File: src/rtl/bpmc_div.sv
// pipelined restoring divider, one quotient bit per stage
module bpmc_div #(
	parameter int DEN_W  = 16,
	parameter int QUO_W  = 17,
	parameter int SIDE_W = 1
) (
	input  logic              clk,
	input  logic              arst_n,
	input  logic              in_valid,
	input  logic [DEN_W-1:0]  in_rem,
	input  logic [QUO_W-1:0]  in_low,
	input  logic [DEN_W-1:0]  in_den,
	input  logic [SIDE_W-1:0] in_side,
	output logic              out_valid,
	output logic [QUO_W-1:0]  out_quo,
	output logic [SIDE_W-1:0] out_side
);

	logic              valid_s [1:QUO_W];
	logic [DEN_W-1:0]  rem_s   [1:QUO_W];
	logic [QUO_W-1:0]  low_s   [1:QUO_W];
	logic [DEN_W-1:0]  den_s   [1:QUO_W];
	logic [QUO_W-1:0]  quo_s   [1:QUO_W];
	logic [SIDE_W-1:0] side_s  [1:QUO_W];

	for (genvar k = 0; k < QUO_W; k++) begin : g_stage
		logic              cur_valid;
		logic [DEN_W-1:0]  cur_rem;
		logic [QUO_W-1:0]  cur_low;
		logic [DEN_W-1:0]  cur_den;
		logic [QUO_W-1:0]  cur_quo;
		logic [SIDE_W-1:0] cur_side;
		logic [DEN_W:0]    shl;
		logic              ge;

		if (k == 0) begin : g_first
			assign cur_valid = in_valid;
			assign cur_rem   = in_rem;
			assign cur_low   = in_low;
			assign cur_den   = in_den;
			assign cur_quo   = '0;
			assign cur_side  = in_side;
		end else begin : g_next
			assign cur_valid = valid_s[k];
			assign cur_rem   = rem_s[k];
			assign cur_low   = low_s[k];
			assign cur_den   = den_s[k];
			assign cur_quo   = quo_s[k];
			assign cur_side  = side_s[k];
		end

		assign shl = {cur_rem, cur_low[QUO_W-1]};
		assign ge  = shl >= {1'b0, cur_den};

		always_ff @(posedge clk or negedge arst_n) begin
			if (!arst_n) begin
				valid_s[k+1] <= 1'b0;
			end else begin
				valid_s[k+1] <= cur_valid;
			end
		end

		always_ff @(posedge clk) begin
			if (ge) begin
				rem_s[k+1] <= DEN_W'(shl - {1'b0, cur_den});
			end else begin
				rem_s[k+1] <= shl[DEN_W-1:0];
			end
			low_s[k+1]  <= {cur_low[QUO_W-2:0], 1'b0};
			den_s[k+1]  <= cur_den;
			quo_s[k+1]  <= {cur_quo[QUO_W-2:0], ge};
			side_s[k+1] <= cur_side;
		end
	end

	assign out_valid = valid_s[QUO_W];
	assign out_quo   = quo_s[QUO_W];
	assign out_side  = side_s[QUO_W];

endmodule

File: config.mk
export PLATFORM = sky130hd
export DESIGN_NAME = bpmc_div
export DESIGN_NICKNAME = d
export VERILOG_FILES = /design/src/rtl/bpmc_div.sv
export SDC_FILE = /design/constraint.sdc
export NUM_CORES = 1
export LEC_CHECK = 0
export BUFFER_PORTS_ARGS = -buffer_cell sky130_fd_sc_hd__buf_2
export CAP_MARGIN = 20
export CORE_ASPECT_RATIO = 1.4
export CORE_MARGIN = 3
export CORE_UTILIZATION = 35
export CTS_CLUSTER_DIAMETER = 200
export DETAILED_ROUTE_END_ITERATION = 8
export GPL_TIMING_DRIVEN = 1
export PLACE_DENSITY = 0.51
export REMOVE_ABC_BUFFERS = 1
export SYNTH_ARGS = -nofsm -noshare
export SYNTH_HDL_FRONTEND = slang
export SYNTH_SLANG_ARGS = --single-unit
export TNS_END_PERCENT = 100
File: constraint.sdc
create_clock -name clk -period 4.2 [get_ports clk]
set_clock_uncertainty 0.1 [all_clocks]
set_input_delay 0.63 -clock clk [delete_from_list [all_inputs] [get_ports clk]]
set_output_delay 0.63 -clock clk [all_outputs]
set_load 0.1 [all_outputs]
Word-level counts from Yosys, hierarchy flattened

Memory sizes are Yosys's and may differ from the RTL's.
Cells that the tools add are included.

Add/sub/neg operators: 17
Magnitude comparators: 17
Mux-type cells: 68
Bitwise operators: 17

Operators by type and width:

| kind                           | number |
|---|---|
| >= comparator 17 x 16 -> 1 bit | 17 |
| 2-to-1 mux 16 bit              | 17 |
| subtractor 16 bit              | 17 |
| 2-to-1 mux 1 bit               | 51 |
| bitwise OR 1 bit               | 17 |

Bits in registers: 17
Memory bits (writable): 1122
Input bits: 53
Output and inout bits: 19
Word-level logic and storage cells: 141
Memories: 5

Memory list:

| name   | words | bits a word | rd ports | clocked after memory_dff | wr ports | RTL line | RTL |
|---|---|---|---|---|---|---|---|
| quo_s  | 17    | 17          | 17       | 0                        | 17       | 23       | `logic [QUO_W-1:0] quo_s [1:QUO_W];` |
| den_s  | 17    | 16          | 16       | 0                        | 17       | 22       | `logic [DEN_W-1:0] den_s [1:QUO_W];` |
| low_s  | 17    | 16          | 16       | 0                        | 17       | 21       | `logic [QUO_W-1:0] low_s [1:QUO_W];` |
| rem_s  | 17    | 16          | 16       | 0                        | 17       | 20       | `logic [DEN_W-1:0] rem_s [1:QUO_W];` |
| side_s | 17    | 1           | 17       | 0                        | 17       | 24       | `logic [SIDE_W-1:0] side_s [1:QUO_W];` |

Logic depth before layout (Yosys ltp)

An unclocked memory read counts as a cell.

Depth after elaboration: 5
Depth in mapped cells: 12
Gate-level depth less buffers: 11

Least setup slack after synthesis

Ideal clock, no wire load.

Kind: register to register
Start point: reg den_s[0][145] (netlist name)
End point: reg rem_s[0][169] (netlist name)
Library setup time: 0.123 ns
Arrival time: 2.718 ns
Data required time: 3.977 ns
Slack: 1.259 ns
Cell stages (with the launch flop): 12
Buffers on the path: 1
Period minus slack after synthesis: 2.941 ns
Cells stage by stage: dfxtp_1 -> inv_1 -> ha_1 -> nor2b_1 -> o31a_1 -> o31ai_2 -> a21oi_1 -> a311o_1 -> a31o_1 -> a31oi_4 -> buf_6 -> mux2_1

==> impl_summary.md <==
Placed design
The count of port buffers added during placement is 71. Detailed placement ended at an HPWL of ~53000 µm. The placed cell area is 34400 µm².

The congestion estimate from routability-driven global placement came to 0.859. Prior to clock tree synthesis, the placed netlist has a worst setup slack of 0.590 ns.

Cells and area
The most frequent standard cell in the layout excluding fill and tap cells is sky130_fd_sc_hd__dfxtp_1. From synthesis to final layout, the design area changed by 15.6%. The total number of nets in the final design is about 3600. Once layout is done, the placed cells without fillers occupy about 38000 µm². The fraction of layout cells with a size suffix above 1 is 13.4%. The top cell types in the final layout, fill and taps aside, are sky130_fd_sc_hd__dfxtp_1 (818), sky130_fd_sc_hd__inv_1 (349), sky130_fd_sc_hd__ha_1 (272), sky130_fd_sc_hd__a21oi_1 (183), sky130_fd_sc_hd__mux2_2 (172). The final antenna diode count is 0.

Timing
The worst path needs 3.55 ns of the cycle, external delays included. The number of max-slew violations in the final report is 0. The actual transition at the worst max-transition pin is 0.782 ns. Summed over all failing endpoints, the final setup total negative slack is 0 ns. The normalized max-slew margin is 47.4%.

In the post-route analysis, the smallest setup slack over all paths is 0.654 ns. The final critical path takes up a little over four fifths of the cycle. The worst slack on hold paths is 0.118 ns.

Setup repair after global routing left no endpoint under its margin. The final hold violation count is 0. The fmax is 0.282 GHz. Setup violations remaining at the end of the flow were counted as 0.

Logic synthesis
The number of warnings reported in the yosys synthesis log is 0. The synthesized design contains 0 enable-type register cells. The netlist area before placement is around 33000 µm².

The synthesized design contains 835 register bits. For this run, the register share of the synthesized area comes to 51.7%. In the synthesized netlist the dominant register cell turns out to be sky130_fd_sc_hd__dfxtp_1.

Yosys mapped the design onto 77 distinct sky130hd cell types. Synthesis produced 3040 cells. After synthesis, the share of flip-flops with an asynchronous set or reset is 2.04%.

Each instance of the synthesized netlist takes up on average 10.7 µm².

Clocking
The maximum buffer depth of the clock tree is 3. The number of clock buffers inserted by TritonCTS is 83. TritonCTS built the clock tree. In this run the number of H-tree levels came out at 3.

In this run, post-CTS repair resized a total of 0 instances. The clock-pin slew on the worst setup and hold paths is 0.07 ns. The CTS sink count is 835. The clock latency at the later pin of the worst-skew pair is 0.66 ns. The cell at the root of the clock tree is sky130_fd_sc_hd__clkbuf_16.

Route
Once detail routing completed, the nets flagged for antenna violations numbered 0. The via density per instance is between 4 and 5. The pre-antenna-repair detailed-routing pass consisted of 4 iterations. The average routed wire per standard cell is 14.9 µm. The via count is ~21000. In the routed design, unresolved DRC markers number 0. The DRC violation total after the first TritonRoute iteration is about 540.

After detailed routing, the total wire length is approximately 67000 µm.

Power and ir drop
Power spread over the standard cell area amounts to 858 nW/µm². The maximum resistive drop on vdd is around 0.0003 V. The analysis attributes to cell leakage a power of 16.9 nW.

Hold path
The class of the most critical hold timing path is input port to register.

Floorplan
The die span in y is 367 µm. The initial utilization of the core area, before any placement, comes to 35.5%. The area of the core is roughly 90000 µm². The overall die width is 264 µm.

The total die area is 96700 µm². The number of top-level design ports is 72. The floorplan has ~130 rows.

Job
The max-cap check violation count is 0.

Setup path
The largest fanout on the critical path is 17. The startpoint kind of the worst setup timing path is a register. The category of the critical setup timing path is register to register. The signal arrival time at the worst endpoint is 3.98 ns. The required time at the endpoint of the critical path is 4.64 ns. The capturing element type of the critical path is a register.

GRT
Entering global routing, the biggest net connects 28 pins. The total global routing track utilization is between 10 and 15%. The remaining global-route overflow is 0. The via count of the first global-routing pass came to approximately 22000.

The number of antenna violations at the first check in global routing is 0. The first global-routing pass estimated 108000 µm of wire.

Outcome
The run finished with clean final reports.
==> routing by layer <==
layer,global-route usage [%],routed length (µm)
met5,0,0
met4,9.00,4100
met3,2.23,1980
met1,10.7,20500
met2,30.2,40400
==> cells by family (layout without fill, tap and decap cells) <==
family                   count (synthesis)  in the layout  share of synthesized area, %
AND/OR/NAND/NOR                        571            571                          8.70
buffers and inverters                  378            623                          4.55
XOR/XNOR                               173            173                          4.66
AO/OA/AOI/OAI                          586            586                          11.9
multiplexers                           209            209                          7.13
flip-flops                             835            835                          51.7
adder cells (fa/ha/maj)                288            288                          11.4
==> worst paths after layout <==
| check | endpoint | cells past startpoint | slack [ns] | from |
|---|---|---|---|---|
| hold reg to reg | low_s[0][55] | 0 | 0.19 | low_s[0][38] |
| min in group asynchronous | g_stage[5].cur_valid | 2 | 0.34 | arst_n |
| setup / recovery | rem_s[0][162] | 10 | 0.65 | den_s[0][146] |
| max in group asynchronous | g_stage[7].cur_valid | 2 | 3.39 | arst_n |
| hold / removal | rem_s[0][23] | 2 | 0.12 | in_rem[6] |
| setup reg to reg | rem_s[0][162] | 10 | 0.65 | den_s[0][146] |
==> Yosys cell counts (all sizes together), types with 9 or more instances <==
cell type,count,area share [%]
a211oi,24,0.57
a21o,43,0.99
nor3,53,0.82
nand4,38,0.73
o31ai,16,0.43
nand2b,29,0.56
a31oi,19,0.41
o41ai,10,0.57
o21ai,140,2.2
nor2,169,2.0
nor2b,43,0.83
or2,13,0.25
nand2,101,1.2
nand3,42,0.65
mux2i,28,0.86
xnor2,120,3.2
a21boi,13,0.30
nor4,18,0.37
xor2,53,1.4
dfxtp,818,50
o21a,44,1.0
buf,22,0.44
dfrtp,17,1.3
o31a,19,0.51
and3,15,0.29
a31o,9,0.24
a21oi,184,2.8
inv,350,4.0
fa,16,0.98
or3,26,0.50
mux2,181,6.3
ha,272,10
==> worst max-delay path: stages, from the launching register on <==
cell and delay (ns):
sky130_fd_sc_hd__dfxtp_1 0.46, sky130_fd_sc_hd__inv_1 0.07, sky130_fd_sc_hd__ha_1 0.35, sky130_fd_sc_hd__o21a_1 0.21
sky130_fd_sc_hd__o31a_1 0.14, sky130_fd_sc_hd__o31ai_2 0.29, sky130_fd_sc_hd__a21oi_1 0.14, sky130_fd_sc_hd__a311o_1 0.41
sky130_fd_sc_hd__a31o_1 0.23, sky130_fd_sc_hd__a31oi_4 0.61, sky130_fd_sc_hd__mux2_2 0.41
==> registers in the layout, indices dropped and copies added (netlist names) <==
| register | count |
|---|---|
| rem_s | 256 |
| quo_s | 153 |
| side_s | 17 |
| g_stage.cur_valid | 16 |
| low_s | 136 |
| den_s | 256 |
| out_valid | 1 |
==> per-stage QoR <==
stage          power [mW]  utilization, %  instances
2_1_floorplan        21.6               -       3012
3_3_place_gp         24.8            37.5       4301
3_5_place_dp         24.8            37.5       4301
4_1_cts              32.8            41.0       4482
5_1_grt              34.8            41.0       4482
6_report             32.3            41.0       4482
==> area by class of cell <==
type	count	area, µm²
clock buffer	109	2300
clock inverter	37	576
fill	8895	54000
inverter	350	1310
multi-input combinational	1827	14200
sequential	835	16800
tap	1197	1500
timing repair buffer	127	863
==> where the power goes <==
part	switching, mW	leakage [nW]	total, mW	internal (mW)
combinational	7.13	8.42	13.4	6.29
clock	3.17	1.40	7.76	4.58
sequential	0.929	7.09	11.1	10.2
==> repair_timing <==
| item | in CTS | in global routing |
|---|---|---|
| setup buffers | 0 | 0 |
| endpoints found under the hold margin | 51 | 0 |
| hold buffers | 35 | 0 |
Power figures use the tool's default switching activity.
