[src/rtl/bpmc_isqrt.sv]
// pipelined integer square root, one root bit per stage
module bpmc_isqrt #(
	parameter int IN_W   = 36,
	parameter int SIDE_W = 1
) (
	input  logic                clk,
	input  logic                arst_n,
	input  logic                in_valid,
	input  logic [IN_W-1:0]     in_sq,
	input  logic [SIDE_W-1:0]   in_side,
	output logic                out_valid,
	output logic [IN_W/2-1:0]   out_root,
	output logic [SIDE_W-1:0]   out_side
);

	localparam int RES_W = IN_W / 2;

	logic              valid_s [1:RES_W];
	logic [IN_W-1:0]   sq_s    [1:RES_W];
	logic [RES_W:0]    rem_s   [1:RES_W];
	logic [RES_W-1:0]  root_s  [1:RES_W];
	logic [SIDE_W-1:0] side_s  [1:RES_W];

	for (genvar k = 0; k < RES_W; k++) begin : g_stage
		logic              cur_valid;
		logic [IN_W-1:0]   cur_sq;
		logic [RES_W:0]    cur_rem;
		logic [RES_W-1:0]  cur_root;
		logic [SIDE_W-1:0] cur_side;
		logic [RES_W+2:0]  rem4;
		logic [RES_W+2:0]  trial;
		logic              ge;

		if (k == 0) begin : g_first
			assign cur_valid = in_valid;
			assign cur_sq    = in_sq;
			assign cur_rem   = '0;
			assign cur_root  = '0;
			assign cur_side  = in_side;
		end else begin : g_next
			assign cur_valid = valid_s[k];
			assign cur_sq    = sq_s[k];
			assign cur_rem   = rem_s[k];
			assign cur_root  = root_s[k];
			assign cur_side  = side_s[k];
		end

		assign rem4  = {cur_rem, cur_sq[IN_W-1:IN_W-2]};
		assign trial = {1'b0, cur_root, 2'b01};
		assign ge    = rem4 >= trial;

		always_ff @(posedge clk or negedge arst_n) begin
			if (!arst_n) begin
				valid_s[k+1] <= 1'b0;
			end else begin
				valid_s[k+1] <= cur_valid;
			end
		end

		always_ff @(posedge clk) begin
			if (ge) begin
				rem_s[k+1] <= (RES_W+1)'(rem4 - trial);
			end else begin
				rem_s[k+1] <= rem4[RES_W:0];
			end
			sq_s[k+1]   <= {cur_sq[IN_W-3:0], 2'b00};
			root_s[k+1] <= {cur_root[RES_W-2:0], ge};
			side_s[k+1] <= cur_side;
		end
	end

	assign out_valid = valid_s[RES_W];
	assign out_root  = root_s[RES_W];
	assign out_side  = side_s[RES_W];

endmodule

[config.mk]
export PLATFORM = sky130hd
export DESIGN_NAME = bpmc_isqrt
export DESIGN_NICKNAME = d
export VERILOG_FILES = /design/src/rtl/bpmc_isqrt.sv
export SDC_FILE = /design/constraint.sdc
export NUM_CORES = 1
export LEC_CHECK = 0
export BUFFER_PORTS_ARGS = -buffer_cell sky130_fd_sc_hd__buf_4
export CAP_MARGIN = 40
export CORE_MARGIN = 3
export CORE_UTILIZATION = 35
export CTS_CLUSTER_SIZE = 10
export DETAILED_ROUTE_END_ITERATION = 16
export PLACE_DENSITY = 0.56
export SLEW_MARGIN = 10
export SYNTH_ARGS = -nofsm -noshare
export SYNTH_HDL_FRONTEND = slang
export SYNTH_SLANG_ARGS = --single-unit
[constraint.sdc]
create_clock -name clk -period 4.5 [get_ports clk]
set_input_delay 0 -clock clk [delete_from_list [all_inputs] [get_ports clk]]
set_output_delay 0 -clock clk [all_outputs]
set_load 0.005 [all_outputs]
Word-level counts from Yosys, hierarchy flattened
Memory sizes are Yosys's and may differ from the RTL's.
Index checks and enable logic that the tools add are counted.
- flip-flop bits (word level): 18
- RAM bits: 1296
- input bits: 40
- output and inout port bits: 20
- word-level logic and storage cells: 148
- memories: 4
- $add $sub $neg: 18
- $lt $le $gt $ge: 18
- mux-type cells: 72
- bitwise logic cells: 18
- memories (name ; words ; bits a word ; rd ports ; clocked after memory_dff ; write ports ; line ; RTL):
    sq_s ; 18 ; 34 ; 17 ; 0 ; 18 ; 19 ; logic [IN_W-1:0] sq_s [1:RES_W];
    rem_s ; 18 ; 19 ; 17 ; 0 ; 18 ; 20 ; logic [RES_W:0] rem_s [1:RES_W];
    root_s ; 18 ; 18 ; 18 ; 0 ; 18 ; 21 ; logic [RES_W-1:0] root_s [1:RES_W];
    side_s ; 18 ; 1 ; 18 ; 0 ; 18 ; 22 ; logic [SIDE_W-1:0] side_s [1:RES_W];
- operators with widths (cell ; count):
    $ge A21 B20 Y1 ; 17
    $mux W19 ; 18
    $sub A19 B19 Y19 ; 17
    $mux W1 ; 54
    $or A1 B1 Y1 ; 18
    $sub A2 B1 Y3 const B ; 1
    $ge A2 B1 Y1 const B ; 1

Depth between registers and ports, before layout
Gate-level depths: netlist (run 1).
An unclocked memory read counts as a cell.
- depth in word-level cells: 5
- mapped depth: 11
- gate-level depth less buffers: 10

Least setup slack after synthesis (run 1)
No wires, ideal clock.
- path type: flip-flop to flip-flop
- from: register root_s[7][18] (netlist name)
- to: register rem_s[0][312] (netlist name)
- setup time: 0.131 ns
- data arrival time: 2.508 ns
- data required time: 4.369 ns
- slack: 1.861 ns
- stages on the path, launching flop included: 11
- path buffers: 2
- clock period less this slack: 2.639 ns
- path through: dfxtp_1 -> inv_1 -> ha_1 -> o21a_1 -> or4_1 -> a31oi_1 -> o21ai_0 -> a41oi_1 -> clkbuf_1 -> buf_1 -> o21ai_0

==> results_dict.tcl, run 1 <==
set metrics [dict create \
    nets 3176 \
    clock_latency_ns 0.62 \
    holdWs_ns 0.0460 \
    fmax_mhz 324 \
    clk_pin_slew_worst_paths_ns 0.05 \
    first_iter_violations 1032 \
    slew_headroom_pct 43.2 \
    netlist.top_cell.by_area "dfxtp_1" \
    clockRootBuffer "clkbuf_16" \
    io_pins 60 \
    final_area_um2 33900 \
    grt_busiest_layer "met2" \
    die_area_um2 85800 \
    grt.overflow.total 0 \
    ys_seq_elements 814 \
    fillers 7676 \
    drt-vias-per-instance 4.78 \
    grt_antenna_before_repair 1 \
    layout-drive-gt1-share_pct 7.34 \
    startpoint_type "flop" \
    io_buffers 59 \
    status "finished clean" \
    grt_pass1_wl_mm 92.8 \
    leakagePower_uw 0.0157 \
    place_hpwl_mm 40.7 \
    cp_max_fo 24 \
    die_w_um 293 \
    h-tree-depth 3 \
    finalSetupTns_ns 0 \
    grt.met3_usage_pct 2.42 \
    fin_skew_ns 0.00809 \
    ys_seq_area_share_pct 56.8 \
    wl_per_cell_um 13.7 \
    drt_pass1_iterations 8 \
    gp_congestion 0.897 \
    netlist.area_leader.share_pct 55.3 \
    grt_pass1_vias 19300 \
    grt_max_degree 34 \
    yosysUniqueCellTypes 76 \
    power_switching_uw 5340 \
    syn_area_um2 28800 \
    num_rows 104 \
    final_util_pct 41.8 \
    grt_use_met1_pct 16.5 \
    drv_slew 0 \
    crit_arrival_ns 3.60 \
    crit_type "flop to flop" \
    grt.total_usage_pct 12.9 \
    design.core.area_um2 81100 \
    worst_pin_slew_ns 0.844 \
    p_sw_share_pct 27.8 \
    cp_data_required_time_ns 5.01 \
    async_flop_share_pct 2.21 \
    clockBufferDepth 3 \
    fp.dieH_um 293 \
    final.min_clock_period_ns 3.09 \
    area_growth_pct 17.6 \
    post-synth-top-count-cell "dfxtp_1" \
    globalRouteMet2Util_pct 21.4 \
    setup-violations-final 0 \
    pwr-share-comb_pct 18.0 \
    irDropWorstVdd_v 0.000323 \
    ant_nets 0 \
    placed_area_um2 30600 \
    synthCells 2738 \
    drc 0 \
    synth_nets 2968 \
    rsz0062_at_grt "no" \
    power_density_nw_per_um2 568 \
    p_total_uw 19200 \
    maxCapViolations 0 \
    min_path_type "input pin to flop" \
    ys.flop_type "dfxtp_1" \
    tritoncts "done" \
    seq_power_share_pct 48.1 \
    avgSynthCellArea_um2 10.5 \
    synth-edff-count 0 \
    clock_sinks 814 \
    p_int_uw 13900 \
    hold_viol_final 0 \
    vias 19200 \
    diodes 0 \
    ys.warnings.count 0 \
    end_kind "flop" \
    start_util_pct 35.6 \
    synth_common_cells "dfxtp_1 (796), inv_1 (243), ha_1 (190), nand2_1 (181), o21ai_0 (151)" \
    yosys-top-cells-area "dfxtp_1 (55%), ha_1 (8.2%), xnor2_1 (3.4%), xor2_1 (3.3%), inv_1 (3.2%)" \
    routed_wl_mm 55.0 \
    min_period_over_period_pct 68.7 \
    cts_buffers 93 \
    pwr-share-clk_pct 33.9 \
]
[final cells by class]
cell class / instances / area [um2] / area share, %
multi-input combinational: 1650 / 11400 / 33.7
timing repair buffer: 144 / 1270 / 3.74
inverter: 243 / 912 / 2.69
sequential: 814 / 16400 / 48.3
tap: 1060 / 1330 / 3.91
clock inverter: 8 / 139 / 0.410
clock buffer: 110 / 2440 / 7.21
[metal layers]
layer	wire length, um	vias to the layer above	part of all wire [%]
met5	0	-	0
li1	-	9741	-
met4	1710	0	3.1
met3	2710	120	4.9
met1	25200	8947	46
met2	25400	435	46
[per-stage QoR]
stage | std cells | setup slack (ns)
detailed placement | 3838 | 1.48
floorplan | 2738 | 1.86
finish | 4029 | 1.41
CTS | 4029 | 1.46
global route | 4029 | 1.18
global placement | 3836 | 1.50
[layout by cell type, fill, tap and decap left out, types with 12 or more instances in the layout]
cell type and instances:
clkbuf_16 95, nand3b_1 12, xnor2_1 113, a211oi_1 12, nand4_1 26, o21ai_0 151
nor3_1 62, dfxtp_1 796, o31ai_1 21, ha_1 190, nor4_1 39, buf_4 70
nand2b_1 32, nand2_1 181, dfrtp_1 18, o211ai_1 17, mux2_2 16, nor2b_1 23
inv_1 243, nand3_1 37, dlygate4sd3_1 73, o21a_1 46, a21oi_1 134, a21o_1 64
clkbuf_1 14, xor2_1 108, nor2_1 150, or3_1 27, or4_1 13
[state kept, by name, summed over array words and instances, names as in the netlist]
name               count
g_stage.cur_valid     17
out_valid              1
rem_s                301
root_s               171
side_s                18
sq_s                 306
[power groups by stage]
stage          clock network [uW]  logic [uW]  registers, uW
4_1_cts                      6790        3460           9270
6_report                     6530        3460           9250
3_5_place_dp                    0        3400           9410
5_1_grt                      7070        3940           9400
2_1_floorplan                   0        2680           9110
3_3_place_gp                    0        3320           9400
[what timing repair did]
action,in CTS,in global routing
buffers inserted,0,0
gates resized for setup,0,0
hold endpoints to repair,57,0
hold buffers,73,0
[worst paths after layout]
kind                                from                     to  slack (ns)  cells past startpoint
min reg2reg                 sq_s[0][437]           sq_s[0][473]        0.32                      0
min in group asynchronous         arst_n              out_valid        0.50                      3
max                        root_s[4][23]          rem_s[0][207]        1.41                      9
min                             in_sq[9]            sq_s[0][43]        0.05                      2
max reg2reg                root_s[4][23]          rem_s[0][207]        1.41                      9
max in group asynchronous         arst_n  g_stage[11].cur_valid        3.54                      3
[cell families (layout without fill, tap and decap cells)]
kind of cell    after synthesis  after routing  synth area share [%]
other cells                   1              1                0.0130
flops                       814            814                  56.8
compound gates              549            549                  12.1
buf+inv                     274            505                  3.59
xor+xnor                    221            221                  6.72
mux                          27             27                  1.01
fa+ha+maj                   190            190                  8.25
simple gates                662            662                  11.5
[worst max-delay path, stage by stage (launching register included)]
cell	delay [ns]
dfxtp_1	0.41
inv_1	0.07
ha_1	0.37
nand4_1	0.13
or4_1	0.43
o31ai_1	0.33
a211o_1	0.65
and2_1	0.28
o2111ai_1	0.14
xnor2_1	0.16
Note: power is estimated with default switching activity, not from simulation.
==> run 2: changes to the inputs <==
- PLACE_DENSITY: 0.56 -> 0.57
- clock period: 4.5 -> 2.6 ns (I/O delays scaled with it)
==> results_dict.tcl, run 2 (same netlist as run 1, synthesis figures left out) <==
set metrics [dict create \
    leakagePower_uw 0.0163 \
    maxCapViolations 0 \
    holdWs_ns 0.0573 \
    p_total_uw 33800 \
    drv_slew 0 \
    layout-drive-gt1-share_pct 11.9 \
    grt_antenna_before_repair 1 \
    min_path_type "input pin to flop" \
    power_density_nw_per_um2 964 \
    vias 19000 \
    status "finished clean" \
    diodes 0 \
    top_register "sq_s" \
    grt.overflow.total 0 \
    fin_skew_ns 0.0224 \
    met3_wirelength_mm 2.33 \
    fin_ws_ns 0.0858 \
    die_w_um 293 \
    irDropWorstVdd_v 0.000523 \
    reg_top3 "sq_s x306, rem_s x301, root_s x171" \
    rsz0062_at_grt "yes" \
    final_cell_mix "dfxtp_1 (795), inv_1 (243), ha_1 (186), nand2_1 (179), buf_4 (170)" \
    finalSetupTns_ns 0 \
    fp.dieH_um 293 \
    slew_headroom_pct 50.4 \
    startpoint_type "flop" \
    io_pins 60 \
    start_util_pct 35.6 \
    wl_per_cell_um 13.2 \
    drt_pass1_iterations 5 \
    io_buffers 59 \
    final_util_pct 43.2 \
    hold_viol_final 0 \
    drt-vias-per-instance 4.60 \
    end_kind "flop" \
    final_common_cell "dfxtp_1" \
    wl_met1_mm 26.5 \
    cp_max_fo 4 \
    num_rows 104 \
    largest_register_ffs 306 \
    seq_power_share_pct 47.4 \
    clockRootBuffer "clkbuf_16" \
    cp_data_required_time_ns 3.12 \
    tritoncts "done" \
    place_ws_ns 0.0250 \
    die_area_um2 85800 \
    cts_buffers 93 \
    clk_pin_slew_worst_paths_ns 0.05 \
    grt_pass1_wl_mm 92.2 \
    first_iter_violations 787 \
    path_cells "inv_1 > ha_1 > buf_4 > nand3_1 > a21oi_1 > nor3_1 > buf_4 > o31ai_1 > buf_4 > a21oi_1 > o22a_1" \
    p_sw_share_pct 27.9 \
    critical_path.max_stage_delay_ns 0.48 \
    cp_common_cell "buf_4" \
    grt_pass1_vias 18900 \
    pwr-share-clk_pct 33.2 \
    worst_path_max_delay_cell "o31ai_1" \
    crit_arrival_ns 3.03 \
    nets 3284 \
    fmax_mhz 398 \
    worst_pin_slew_ns 0.741 \
    area_growth_pct 21.5 \
    wl_met2_mm 24.4 \
    place_hpwl_mm 40.3 \
    clock_sinks 814 \
    final.min_clock_period_ns 2.51 \
    clockBufferDepth 3 \
    drc 0 \
    design.core.area_um2 81100 \
    routed_wl_mm 54.6 \
    h-tree-depth 3 \
    crit_type "flop to flop" \
    clock_latency_ns 0.63 \
    gp_congestion 0.827 \
    p_int_uw 24300 \
    grt.total_usage_pct 12.9 \
    setup-violations-final 0 \
    grt_max_degree 32 \
    pwr-share-comb_pct 19.4 \
    power_switching_uw 9410 \
    top_layer "met4" \
    min_period_over_period_pct 96.7 \
    ant_nets 0 \
]
## run 2: what timing repair did
action,CTS,global route
setup buffers,0,3
setup endpoints to repair,0,117
hold buffers,76,0
hold endpoints to repair,57,0
gates resized for setup,0,49
## run 2: worst paths after layout
kind | start | to | slack [ns] | cells after the start
min | in_sq[28] | sq_s[0][62] | 0.06 | 2
max | root_s[7][19] | rem_s[0][320] | 0.09 | 11
min in group asynchronous | arst_n | g_stage[4].cur_valid | 0.51 | 3
max reg2reg | root_s[7][19] | rem_s[0][320] | 0.09 | 11
min reg2reg | sq_s[0][538] | sq_s[0][574] | 0.31 | 0
max in group asynchronous | arst_n | out_valid | 1.62 | 3
## run 2: per-stage QoR
step                instances  area (um2)
global placement         3940       31400
finish                   4137       35000
detailed placement       3940       31400
global route             4137       35000
floorplan                2738       28800
CTS                      4134       34800
## run 2: area by class of cell
type	instances	area [um2]
tap	1060	1330
timing repair buffer	252	2160
fill	7636	46000
sequential	814	16400
inverter	243	912
multi-input combinational	1650	11700
clock inverter	11	168
clock buffer	107	2410
## run 2: power by group through the flow
stage | sequential (uW) | combinational, uW | clock, uW
finish | 16000 | 6540 | 11200
global route | 16300 | 7430 | 12200
CTS | 16000 | 6470 | 11700
detailed placement | 16300 | 6340 | 0
global placement | 16300 | 6310 | 0
floorplan | 15800 | 4640 | 0
## run 2: per-layer routing
| layer | global-route usage [%] | vias to the layer above |
|---|---|---|
| li1 | - | 9962 |
| met1 | 17.2 | 8684 |
| met2 | 21.1 | 296 |
| met3 | 2.22 | 104 |
| met4 | 4.54 | 0 |
| met5 | 0 | - |
## run 2: worst max-delay path: cells and delay by family (launching register included)
kind	cells	cell delay (ns)
compound gates	4	0.98
buf+inv	4	0.55
simple gates	2	0.27
flops	1	0.33
fa+ha+maj	1	0.27
